### config.mk
export PLATFORM = sky130hd
export DESIGN_NAME = rgbb_div
export DESIGN_NICKNAME = d
export VERILOG_FILES = /design/src/rtl/core/rgbb_pkg.sv /design/src/rtl/core/rgbb_div.sv
export SDC_FILE = /design/constraint.sdc
export NUM_CORES = 1
export LEC_CHECK = 0
export ABC_CLOCK_PERIOD_IN_PS = 2400
export BUFFER_PORTS_ARGS = -buffer_cell sky130_fd_sc_hd__buf_2
export CAP_MARGIN = 10
export CORE_ASPECT_RATIO = 2
export CORE_MARGIN = 2
export CORE_UTILIZATION = 30
export DETAILED_ROUTE_END_ITERATION = 10
export PLACE_DENSITY = 0.52
export SLEW_MARGIN = 20
export SYNTH_ARGS = -nofsm -noshare
export SYNTH_HDL_FRONTEND = slang
export SYNTH_SLANG_ARGS = --single-unit
### constraint.sdc
create_clock -name clk_i -period 2.4 [get_ports clk_i]
set_clock_uncertainty 0.05 [all_clocks]
set_input_delay 0.12 -clock clk_i [delete_from_list [all_inputs] [get_ports clk_i]]
set_output_delay 0.12 -clock clk_i [all_outputs]
set_load 0.02 [all_outputs]
### src/rtl/core/rgbb_pkg.sv
`default_nettype none
package rgbb_pkg;

  localparam int unsigned SumW = 20;

  typedef enum logic [0:0] {
    CmdPixel = 1'b0,
    CmdDrain = 1'b1
  } cmd_e;

  typedef enum logic [2:0] {
    RegCols    = 3'd0,
    RegRows    = 3'd1,
    RegKTop    = 3'd2,
    RegKMid    = 3'd3,
    RegKBot    = 3'd4,
    RegDivisor = 3'd5
  } reg_e;

  typedef enum logic [1:0] {
    StIdle,
    StRead,
    StCalc,
    StOut
  } state_e;

endpackage
`default_nettype wire

### src/rtl/core/rgbb_div.sv
`default_nettype none
// restoring divider, one quotient bit per cycle, saturates to 255
module rgbb_div
  import rgbb_pkg::*;
(
  input  wire              clk_i,
  input  wire              rst_ni,
  input  wire              start_i,
  input  wire [SumW-1:0]   num_i,
  input  wire [15:0]       den_i,
  output logic             done_o,
  output logic [7:0]       q_o
);
  logic [SumW-1:0] quo_q, quo_d;
  logic [15:0]     rem_q, rem_d;
  logic [4:0]      cnt_q, cnt_d;
  logic            busy_q, busy_d;
  logic [16:0]     trial;

  always_comb begin
    quo_d  = quo_q;
    rem_d  = rem_q;
    cnt_d  = cnt_q;
    busy_d = busy_q;
    trial  = {rem_q, quo_q[SumW-1]};
    if (start_i) begin
      quo_d  = num_i;
      rem_d  = '0;
      cnt_d  = 5'(SumW);
      busy_d = 1'b1;
    end else if (busy_q) begin
      if (trial >= {1'b0, den_i}) begin
        rem_d = 16'(trial - {1'b0, den_i});
        quo_d = {quo_q[SumW-2:0], 1'b1};
      end else begin
        rem_d = trial[15:0];
        quo_d = {quo_q[SumW-2:0], 1'b0};
      end
      cnt_d = cnt_q - 5'd1;
      if (cnt_q == 5'd1) busy_d = 1'b0;
    end
  end

  always_ff @(posedge clk_i or negedge rst_ni) begin
    if (!rst_ni) begin
      busy_q <= 1'b0;
      cnt_q  <= '0;
    end else begin
      busy_q <= busy_d;
      cnt_q  <= cnt_d;
    end
  end

  always_ff @(posedge clk_i) begin
    quo_q <= quo_d;
    rem_q <= rem_d;
  end

  assign done_o = busy_q && (cnt_q == 5'd1);
  assign q_o    = (quo_d[SumW-1:8] != '0) ? 8'hFF : quo_d[7:0];
endmodule
`default_nettype wire

Yosys cells after proc, flatten, opt, wreduce, memory -nomap -nowiden
Cells that the tools add are included.
{ "classes": {"addsub": 2, "n_lt_le_gt_ge": 1, "eq_ne": 1, "mux": 10, "n_reduce_logical": 3} }
{ "ops": {"columns": ["operator", "n"], "rows": [
  ["two-way mux 20 bit", 2],
  [">= comparator 17 x 16 -> 1 bit", 1],
  ["two-way mux 16 bit", 1],
  ["subtractor 16 bit", 1],
  ["nonzero test 12 bit", 1],
  ["two-way mux 5 bit", 2],
  ["two-way mux 8 bit", 1],
  ["equality test 5 x 1 -> 1 bit (second input constant)", 1],
  ["subtractor 5 x 1 -> 5 bit (second input constant)", 1],
  ["two-way mux 1 bit", 4],
  ["nonzero test 2 bit", 1],
  ["logical AND 1 bit", 1]
]} }
{ "totals": {"regBits": 42, "inputBits": 39, "elab_cells": 21} }

Longest topological paths before layout
Gate-level depths: netlist (run 1).
{ "logic_depth": {"depth_word": 6, "mapped_depth": 12} }

Worst setup path before layout (run 1)
OpenSTA, ideal clock, no wires.
{ "synth_path": {"path_kind": "register -> output", "start": "register rem_q[3]", "end": "output port q_o[0]", "arrival_time_ps": 2184, "slack_ps": 46, "stages_incl_launch_ff": 10, "path_cell_list": "dfxtp_1 ha_1 o211ai_1 a21oi_1 o21a_1 o21ai_2 o21ai_1 buf_4 nor2_1 o311ai_1"} }
{ "synth_between": {"elab_chain_cells": 5} }
{ "synth_rtl": {"columns": ["element", "line_no", "rtl"], "rows": [
  ["start: declaration", "rgbb_div.sv:15", "logic [15:0] rem_q, rem_d;"],
  ["start signal: assignment", "rgbb_div.sv:56", "rem_q <= rem_d;"],
  [">= comparator 17 x 16 -> 1 bit", "rgbb_div.sv:32", "if (trial >= {1'b0, den_i}) begin"],
  ["two-way mux 1 bit", "rgbb_div.sv:32", null],
  ["two-way mux 20 bit", "rgbb_div.sv:31", "end else if (busy_q) begin"],
  ["two-way mux 20 bit", "rgbb_div.sv:26", "if (start_i) begin"],
  ["two-way mux 8 bit", "rgbb_div.sv:60", "assign q_o = (quo_d[SumW-1:8] != '0) ? 8'hFF : quo_d[7:0];"],
  ["end: declaration", "rgbb_div.sv:12", "output logic [7:0] q_o"]
]} }
No other way between the ends.

Worst setup path in the final report (run 1)
{ "layout_path": {"start": "register busy_q", "end": "output port q_o[7]"} }
{ "layout_between": {"elab_chain_cells": 4} }
{ "layout_rtl": {"columns": ["element", "line_no", "rtl"], "rows": [
  ["start: declaration", "rgbb_div.sv:17", "logic busy_q, busy_d;"],
  ["start signal: assignment", "rgbb_div.sv:49", "busy_q <= busy_d;"],
  ["two-way mux 20 bit", "rgbb_div.sv:31", null],
  ["two-way mux 20 bit", "rgbb_div.sv:26", null],
  ["net quo_d[10]", "rgbb_div.sv:14", "logic [SumW-1:0] quo_q, quo_d;"],
  ["nonzero test 12 bit", "rgbb_div.sv:60", null],
  ["two-way mux 8 bit", "rgbb_div.sv:60", null]
]} }
The timed path passes the listed nets, and every way through them passes these cells.

==> metrics.txt, run 1 <==
HPWL Detailed slightly above 6000 um; Final Power ~3500 uW; CTS Root Cell clkbuf_16; area delta synth->final 32.8%; internal reg-to-reg setup slack -0.05 ns; mean area per synthesized cell roughly 8.3 um2; crit path kind reg -> out; area share of the largest cell type after synthesis 0.256; layout cells sized above 1 0.291; setup_tns -1.40 ns; Max IR drop VDD about 0.49 mV; Critical Path AT 2.43 ns; Avg WL per Cell between 15 and 20 um; Hold Path Class in -> reg; GR Overflow Total 0; endpoint type of the worst setup path primary output; Boundary Pins 48; final wirelength roughly 8000 um; critical path fanouts, max 10; hold path depth 3; Worst Hold End quo_q[7]; global placement routability congestion approximately 0.84; FF-to-FF End quo_q[13]; via count 2706; count leader, synth nand2_1; max-slew violation count 0; first-pass GRT wire length ~13000 um; final worst slack -0.202 ns; Cell Count, Final, Fillers Out ~530; Period minus WS final about 2.6 ns; GRT Total Usage 0.165; worst skew pair latency just under 0.3 ns; placed insts ~500; Longest Clk Path Bufs 2; Layout Nets about 480; synthesized area 2810 um2; Starting Density 0.304; Synth area leaders dfxtp_1 26%, mux2i_1 11%, ha_1 8.0%; startpoint types flop; RSZ-0062 raised after global routing yes; hold path startpoint num_i[7]; Max Fclk 384 MHz; Mapped Nets about 400; Post-synth ARST share 0.143; DR pass1 iterations 4; floorplan core area approximately 9300 um2; status complete, but fails checks; number of library cell types mapped by synthesis 47; Syn Inst Count 340; setup violators final 9; Fin. Hold Viols 0; diode count 0; Max Cap Viol 0; detailed-route DRC error count 0; cell leakage power about 0.0018 uW; vias in the first global route 2813; Ys Warns 0; TritonCTS Buffers 5; die height between 100 and 150 um; area leader, netlist dfxtp_1; Yosys reg bits 42; initial antenna violation count 0; RR Startpoint busy_q; power per cell area 936 nW/um2; Post-synth EDFFs 0; largest net degree at the start of global routing 32; H-tree level count 2; I/O Buffers 47; FP Rows 50; clk sink count 42; die width about 72 um; initial DRC count 50; crit share post-route 1.08; die area 10200 um2; post-DR vias/cell 5.14; Clock Pin Slew Worst Setup and Hold Paths 0.06 ns; Post-synth top cells 39 x nand2_1, 36 x dfxtp_1, 33 x nor2_1, 32 x mux2i_1, 21 x inv_1; Tightest Pin Transition about 0.44 ns; failing checks negative setup slack; Req. time, crit path between 2 and 2.5 ns; Relative slew margins 0.705; sequential area share after synthesis 0.309; worst-case reg-to-reg path depth 16; Main synth FF type dfxtp_1; CTS tree done; Final ANT Viol Nets 0
==> worst max path at each step <==
stage	start	to
after detailed placement	busy_q	q_o[3]
final	busy_q	q_o[7]
after global placement	busy_q	q_o[3]
after global routing	busy_q	q_o[7]
after CTS	busy_q	q_o[3]
after floorplan	rem_q[3]	q_o[0]
==> repair_timing <==
action,in CTS,in global routing
resized for setup,24,19
setup endpoints to repair,9,24
hold endpoints to repair,6,0
buffers inserted,15,1
pin swaps,8,7
hold buffers,1,0
cloned,0,0
==> power breakdown <==
part	switching [uW]	total, uW	internal, uW
Sequential	117	979	863
Clock	286	778	492
Combinational	895	1740	846
==> per-stage QoR <==
step                      setup WS (ns)  hold slack, ns  area [um2]   util
after detailed placement        -0.0116         -0.0978        3290  0.356
after global routing             -0.268          0.0379        3740  0.404
after CTS                        -0.210          0.0178        3660  0.396
after floorplan                  0.0465          -0.226        2810      -
final                            -0.202          0.0357        3740  0.404
after global placement          0.00816         -0.0938        3290  0.356
==> layout make-up <==
class | count | area [um2]
clock buffer | 7 | 133
clock inverter | 1 | 30.0
fill | 962 | 5520
inverter | 22 | 82.6
multi-input combinational | 259 | 1830
sequential | 42 | 872
tap | 104 | 130
timing repair buffer | 91 | 661
==> logic make-up after synthesis <==
kind of cell,share of synthesized area
AOI/OAI and AO/OA,0.184
buffers and inverters,0.0703
xor gates and xnor gates,0.0498
adders and majority gates,0.0872
and+or+nand+nor,0.177
muxes,0.122
DFF,0.309
==> worst max-delay path, stage by stage, from the launching register on <==
cell	delay, ns
dfrtp_2	0.43
buf_12	0.15
mux2i_1	0.14
o21ai_0	0.15
or4_4	0.58
or4_4	0.55
buf_6	0.15
==> sequential cells by signal, indices dropped and copies added, names as in the netlist <==
register,flops
quo_q,20
rem_q,16
cnt_q,5
busy_q,1
==> metal layers <==
layer / part of all wire / global-route usage / up-vias
li1: - / - / 1364
met1: 0.36 / 0.163 / 1260
met2: 0.58 / 0.322 / 64
met3: 0.028 / 0.0250 / 18
met4: 0.036 / 0.0770 / 0
met5: 0 / 0 / -
==> layout by cell type (no fill, tap or decap), types with 14 or more instances in the layout <==
master / count
dfxtp_1: 36
buf_2: 41
ha_1: 15
buf_4: 33
a211oi_1: 14
nand2_1: 39
nor2_1: 33
mux2i_1: 32
inv_1: 21
buf_6: 14
o21ai_0: 17
Note: power is estimated with default switching activity, not from simulation.
==> inputs of run 2 (changes only) <==
==> constraint.sdc (replaced) <==
create_clock -name clk_i -period 2.4 [get_ports clk_i]
set_clock_uncertainty 0.05 [all_clocks]
set_input_delay 0.48 -clock clk_i [delete_from_list [all_inputs] [get_ports clk_i]]
set_output_delay 0.48 -clock clk_i [all_outputs]
set_load 0.02 [all_outputs]
==> metrics.txt, run 2 (synthesis gave the netlist of run 1 again) <==
detailed-route DRC error count 0 (unchanged); H-tree level count 2 (unchanged); Clock Pin Slew Worst Setup and Hold Paths 0.06 ns (about the same); final worst slack -0.604 ns (-0.403 ns); cell leakage power 0.00204 uW (+13%); worst-case reg-to-reg path depth 10 (-6); largest net degree at the start of global routing 40 (+25%); Avg WL per Cell 14.8 um (-2.8%); critical path fanouts, max 7 (-3); Final ANT Viol Nets 0 (unchanged); crit path kind reg -> out; setup_tns -4.52 ns (-3.12 ns); global placement routability congestion 0.822 (-1.6%); hold path startpoint num_i[13]; failing checks negative setup slack; initial antenna violation count 0 (unchanged); DR pass1 iterations 4 (unchanged); CTS Root Cell clkbuf_16; commonest non-fill, non-tap cell in the layout buf_4; most frequent cells in the layout 66 x buf_4, 39 x buf_2, 38 x nand2_1; layout cells sized above 1 0.389 (+0.0980); Longest Clk Path Bufs 2 (unchanged); RSZ-0062 raised after global routing yes; placed instance area 3680 um2 (+12%); Fin. Hold Viols 0 (unchanged); Reg power frac 0.244 (-0.036); TritonCTS Buffers 5 (unchanged); power per cell area 971 nW/um2 (+3.8%); top flop regs quo_q x20, rem_q x16, cnt_q x5; Hold Path Class in -> reg; crit path from busy_q; final wirelength 8280 um (+3.6%); Top reg by flops quo_q; setup violators final 8 (-1); RR Startpoint rem_q[13]; vias in the first global route 3013 (+7.1%); Max Fclk 333 MHz (-13%); HPWL Detailed 6430 um (+4.4%); max reg flops 20 (unchanged); Period minus WS final 3.00 ns (+0.403 ns); hold path depth 3 (unchanged); crit share post-route 1.25 (+0.168); die width 72.5 um (unchanged); Cell Int Power 2660 uW (+21%); switch share 0.356 (-0.0150); CTS tree done; Layout Nets 514 (+7.3%); die height 141 um (unchanged); Critical Path AT 2.47 ns (+0.04 ns); floorplan core area 9260 um2 (unchanged); Clock Power Share 0.193 (-0.030); endpoint type of the worst setup path primary output; internal reg-to-reg setup slack 0.06 ns (+0.11 ns); pre-CTS WS -0.407 ns (-0.396 ns); area delta synth->final 51.1%; Tightest Pin Transition 0.463 ns (+0.0269 ns); Boundary Pins 48 (unchanged); GRT Total Usage 0.168 (+0.00264); startpoint types flop; die area 10200 um2 (unchanged); first-pass GRT wire length 13500 um (+2.7%); FP Rows 50 (unchanged); max-slew violation count 0 (unchanged); clk sink count 42 (unchanged); Starting Density 0.304 (unchanged); post-route cell area 4250 um2 (+14%); diode count 0 (unchanged); Req. time, crit path 1.87 ns (-0.36 ns); final core utilization 0.459 (+0.0555); post-DR vias/cell 4.99 (-3.0%); via count 2799 (+3.4%); status complete, but fails checks; worst skew pair latency 0.28 ns (about the same); GR Overflow Total 0 (unchanged); Max IR drop VDD 0.632 mV (+29%); combinational share of power 0.563 (+0.065); I/O Buffers 47 (unchanged); Worst Hold End quo_q[13]; Sw Pwr 1470 uW (+13%); Relative slew margins 0.691 (-0.0138); initial DRC count 59 (+18%); FF-to-FF End rem_q[12]; Max Cap Viol 0 (unchanged)
[run 2: final cells by class]
class                      count  area, um2
clock buffer                   7        143
clock inverter                 1       30.0
fill                         920       5010
inverter                      22       82.6
multi-input combinational    259       2010
sequential                    42        877
tap                          104        130
timing repair buffer         126        975
[run 2: timing repair]
item | 4_1_cts | 5_1_grt
cloned | 0 | 1
setup buffers | 6 | 6
hold buffers | 1 | 0
hold endpoints to repair | 6 | 0
setup endpoints to repair | 15 | 21
gates resized for setup | 28 | 32
pin swaps | 6 | 25
[run 2: power groups by stage]
stage | logic (uW) | clock network, uW | registers [uW]
floorplan | 1270 | 0 | 971
CTS | 2090 | 827 | 992
detailed placement | 1980 | 0 | 1000
global placement | 1960 | 0 | 998
global route | 2560 | 848 | 1030
finish | 2330 | 796 | 1010
[run 2: worst max-delay path, cell delays in order (launching register included)]
cell     delay [ns]
dfrtp_2        0.43
buf_6          0.14
buf_6          0.11
mux2i_1        0.13
o21ai_1        0.10
or4_4          0.58
or4_4          0.56
buf_6          0.15
[run 2: metal layers]
layer / part of all wire / global-route usage
met1: 0.34 / 0.158
met5: 0 / 0
met3: 0.020 / 0.0186
met4: 0.023 / 0.0624
met2: 0.61 / 0.348
[run 2: through the flow]
step | power (uW) | instances | hold WS (ns)
3_3_place_gp | 2960 | 539 | 0.273
2_1_floorplan | 2240 | 340 | 0.134
5_1_grt | 4440 | 561 | 0.393
3_5_place_dp | 2980 | 539 | 0.271
4_1_cts | 3910 | 554 | 0.392
6_report | 4130 | 561 | 0.392
[run 2: how the worst max path moves through the flow]
stage,end,slack [ns],cells after the start
6_report,q_o[5],-0.60,7
5_1_grt,q_o[3],-0.67,7
4_1_cts,q_o[5],-0.59,7
3_5_place_dp,q_o[5],-0.41,8
3_3_place_gp,q_o[4],-0.39,7
2_1_floorplan,q_o[1],-0.15,6
==> inputs of run 3 (changes only) <==
--- a/config.mk
+++ b/config.mk
@@ -8,3 +8,2 @@
 export ABC_CLOCK_PERIOD_IN_PS = 2400
-export BUFFER_PORTS_ARGS = -buffer_cell sky130_fd_sc_hd__buf_2
 export CAP_MARGIN = 10
@@ -14,3 +13,4 @@
 export DETAILED_ROUTE_END_ITERATION = 10
-export PLACE_DENSITY = 0.52
+export DONT_BUFFER_PORTS = 1
+export PLACE_DENSITY = 0.48
 export SLEW_MARGIN = 20
--- a/constraint.sdc
+++ b/constraint.sdc
@@ -4,2 +4,2 @@
 set_output_delay 0.48 -clock clk_i [all_outputs]
-set_load 0.02 [all_outputs]
+set_load 0.005 [all_outputs]
==> metrics.txt, run 3 (synthesis gave the netlist of run 1 again) <==
Fill cells 981 (+6.6%); startpoint types flop; met3 wire length 177 um (+6.0%); Tightest Pin Transition 0.396 ns (-0.0665 ns); crit path kind reg -> out; final wirelength 8200 um (-0.95%); CP cell instances buf_4 -> mux2i_1 -> o21ai_1 -> or4_4 -> or4_4; Critical Path AT 2.26 ns (-0.21 ns); die height 141 um (unchanged); Max IR drop VDD 0.394 mV (-38%); CTS tree done; detailed-route DRC error count 0 (unchanged); I/O Buffers 0 (-100%); met2 wire len 4870 um (-4.0%); diode count 0 (unchanged); post-route cell area 3840 um2 (-9.7%); largest net degree at the start of global routing 65 (+63%); die area 10200 um2 (unchanged); hold path startpoint start_i; RSZ-0062 raised after global routing yes; Final ANT Viol Nets 0 (unchanged); FP Rows 50 (unchanged); pre-CTS WS -0.237 ns (+0.171 ns); first-pass GRT wire length 12600 um (-6.8%); Multi-input gate area 2030 um2 (+0.56%); routed length on met1 2930 um (+2.7%); max reg flops 20 (unchanged); Clock Pin Slew Worst Setup and Hold Paths 0.06 ns (about the same); Period minus WS final 2.79 ns (-0.214 ns); power per cell area 1100 nW/um2 (+13%); max layer used met4; Req. time, crit path 1.87 ns (about the same); Max Fclk 358 MHz (+7.7%); GR Overflow Total 0 (unchanged); register cell area after layout 877 um2 (unchanged); Relative slew margins 0.732 (+0.0406); Cell Count, Final, Fillers Out 500 (-11%); area delta synth->final 36.5%; TritonCTS Buffers 5 (unchanged); vias in the first global route 2648 (-12%); endpoint type of the worst setup path primary output; Fin. Hold Viols 0 (unchanged); most frequent cells in the layout 59 x buf_4, 38 x nand2_1, 32 x nor2_1, 32 x dfxtp_1, 29 x mux2i_1; placed insts 480 (-11%); initial DRC count 101 (+71%); die width 72.5 um (unchanged); setup violators final 8 (unchanged); top flop regs quo_q x20, rem_q x16, cnt_q x5; via count 2620 (-6.4%); crit share post-route 1.16 (-0.0893); critical path fanouts, max 7 (unchanged); placed instance area 3300 um2 (-10%); status complete, but fails checks; cell leakage power 0.00175 uW (-14%); Layout Nets 453 (-12%); Starting Density 0.304 (unchanged); RR Startpoint rem_q[2]; Max Cap Viol 0 (unchanged); Boundary Pins 48 (unchanged); DR pass1 iterations 4 (unchanged); floorplan core area 9260 um2 (unchanged); max-slew violation count 0 (unchanged); final core utilization 0.415 (-0.0445); Critical Path Slowest Stage Cell or4_4; Avg WL per Cell 16.4 um (+11%); crit path from busy_q; global placement routability congestion 0.810 (-1.5%); layout cells sized above 1 0.321 (-0.0688); CP max stage delay 0.60 ns (+0.02 ns); initial antenna violation count 0 (unchanged); clk sink count 42 (unchanged); CTS Root Cell clkbuf_16; Top reg by flops quo_q; worst skew pair latency 0.28 ns (about the same); GRT Total Usage 0.159 (-0.00940); post-DR vias/cell 5.24 (+5.0%); failing checks negative setup slack; Longest Clk Path Bufs 2 (unchanged); commonest non-fill, non-tap cell in the layout buf_4; H-tree level count 2 (unchanged); final worst slack -0.390 ns (+0.214 ns); most used cell, CP or4_4; Hold Path Class in -> reg; HPWL Detailed 6330 um (-1.6%)
==> run 3: area by class of cell <==
type	count	share of cell area
multi-input combinational	259	0.528
sequential	42	0.228
timing repair buffer	65	0.137
clock buffer	6	0.0362
tap	104	0.0339
inverter	22	0.0215
clock inverter	2	0.0156
==> run 3: worst paths after layout <==
kind                             end  slack, ns  cells after the start
max                           q_o[3]      -0.39                      5
max reg2reg                rem_q[12]       0.06                     11
min reg2reg                 rem_q[4]       0.47                      2
min                         rem_q[5]       0.21                      1
min in group asynchronous   cnt_q[2]       0.46                      1
max in group asynchronous     busy_q       1.60                      1
==> run 3: power by group <==
group / switching (uW) / internal [uW] / leakage (uW)
combinational: 1020 / 1270 / 0.00129
sequential: 159 / 868 / 0.000366
clock: 280 / 625 / 0.0000971
total: 1460 / 2760 / 0.00175
==> run 3: repair_timing <==
action	CTS	global route
gates resized for setup	9	44
hold buffers	1	0
setup endpoints to repair	21	22
setup buffers	3	10
pin swaps	1	20
endpoints found under the hold margin	6	0
==> run 3: stage by stage <==
| step | setup TNS [ns] | power, uW | hold WS (ns) |
|---|---|---|---|
| 6_report | -2.92 | 4220 | 0.212 |
| 5_1_grt | -3.80 | 4500 | 0.203 |
| 4_1_cts | -3.50 | 3850 | 0.208 |
| 3_5_place_dp | -4.18 | 2880 | 0.135 |
| 3_3_place_gp | -3.88 | 2880 | 0.135 |
| 2_1_floorplan | -0.657 | 2210 | 0.134 |
==> run 3: critical path, delay by kind of cell (launching register included) <==
| kind | cells | cell delay [ns] |
|---|---|---|
| AND/OR/NAND/NOR | 2 | 1.14 |
| flip-flops | 1 | 0.44 |
| buffers and inverters | 1 | 0.16 |
| multiplexers | 1 | 0.14 |
| AO/OA/AOI/OAI | 1 | 0.10 |
==> run 3: per-layer routing <==
metal,track usage,vias up
li1,-,1314
met1,0.154,1236
met2,0.317,54
met3,0.0179,16
met4,0.0721,0
met5,0,-
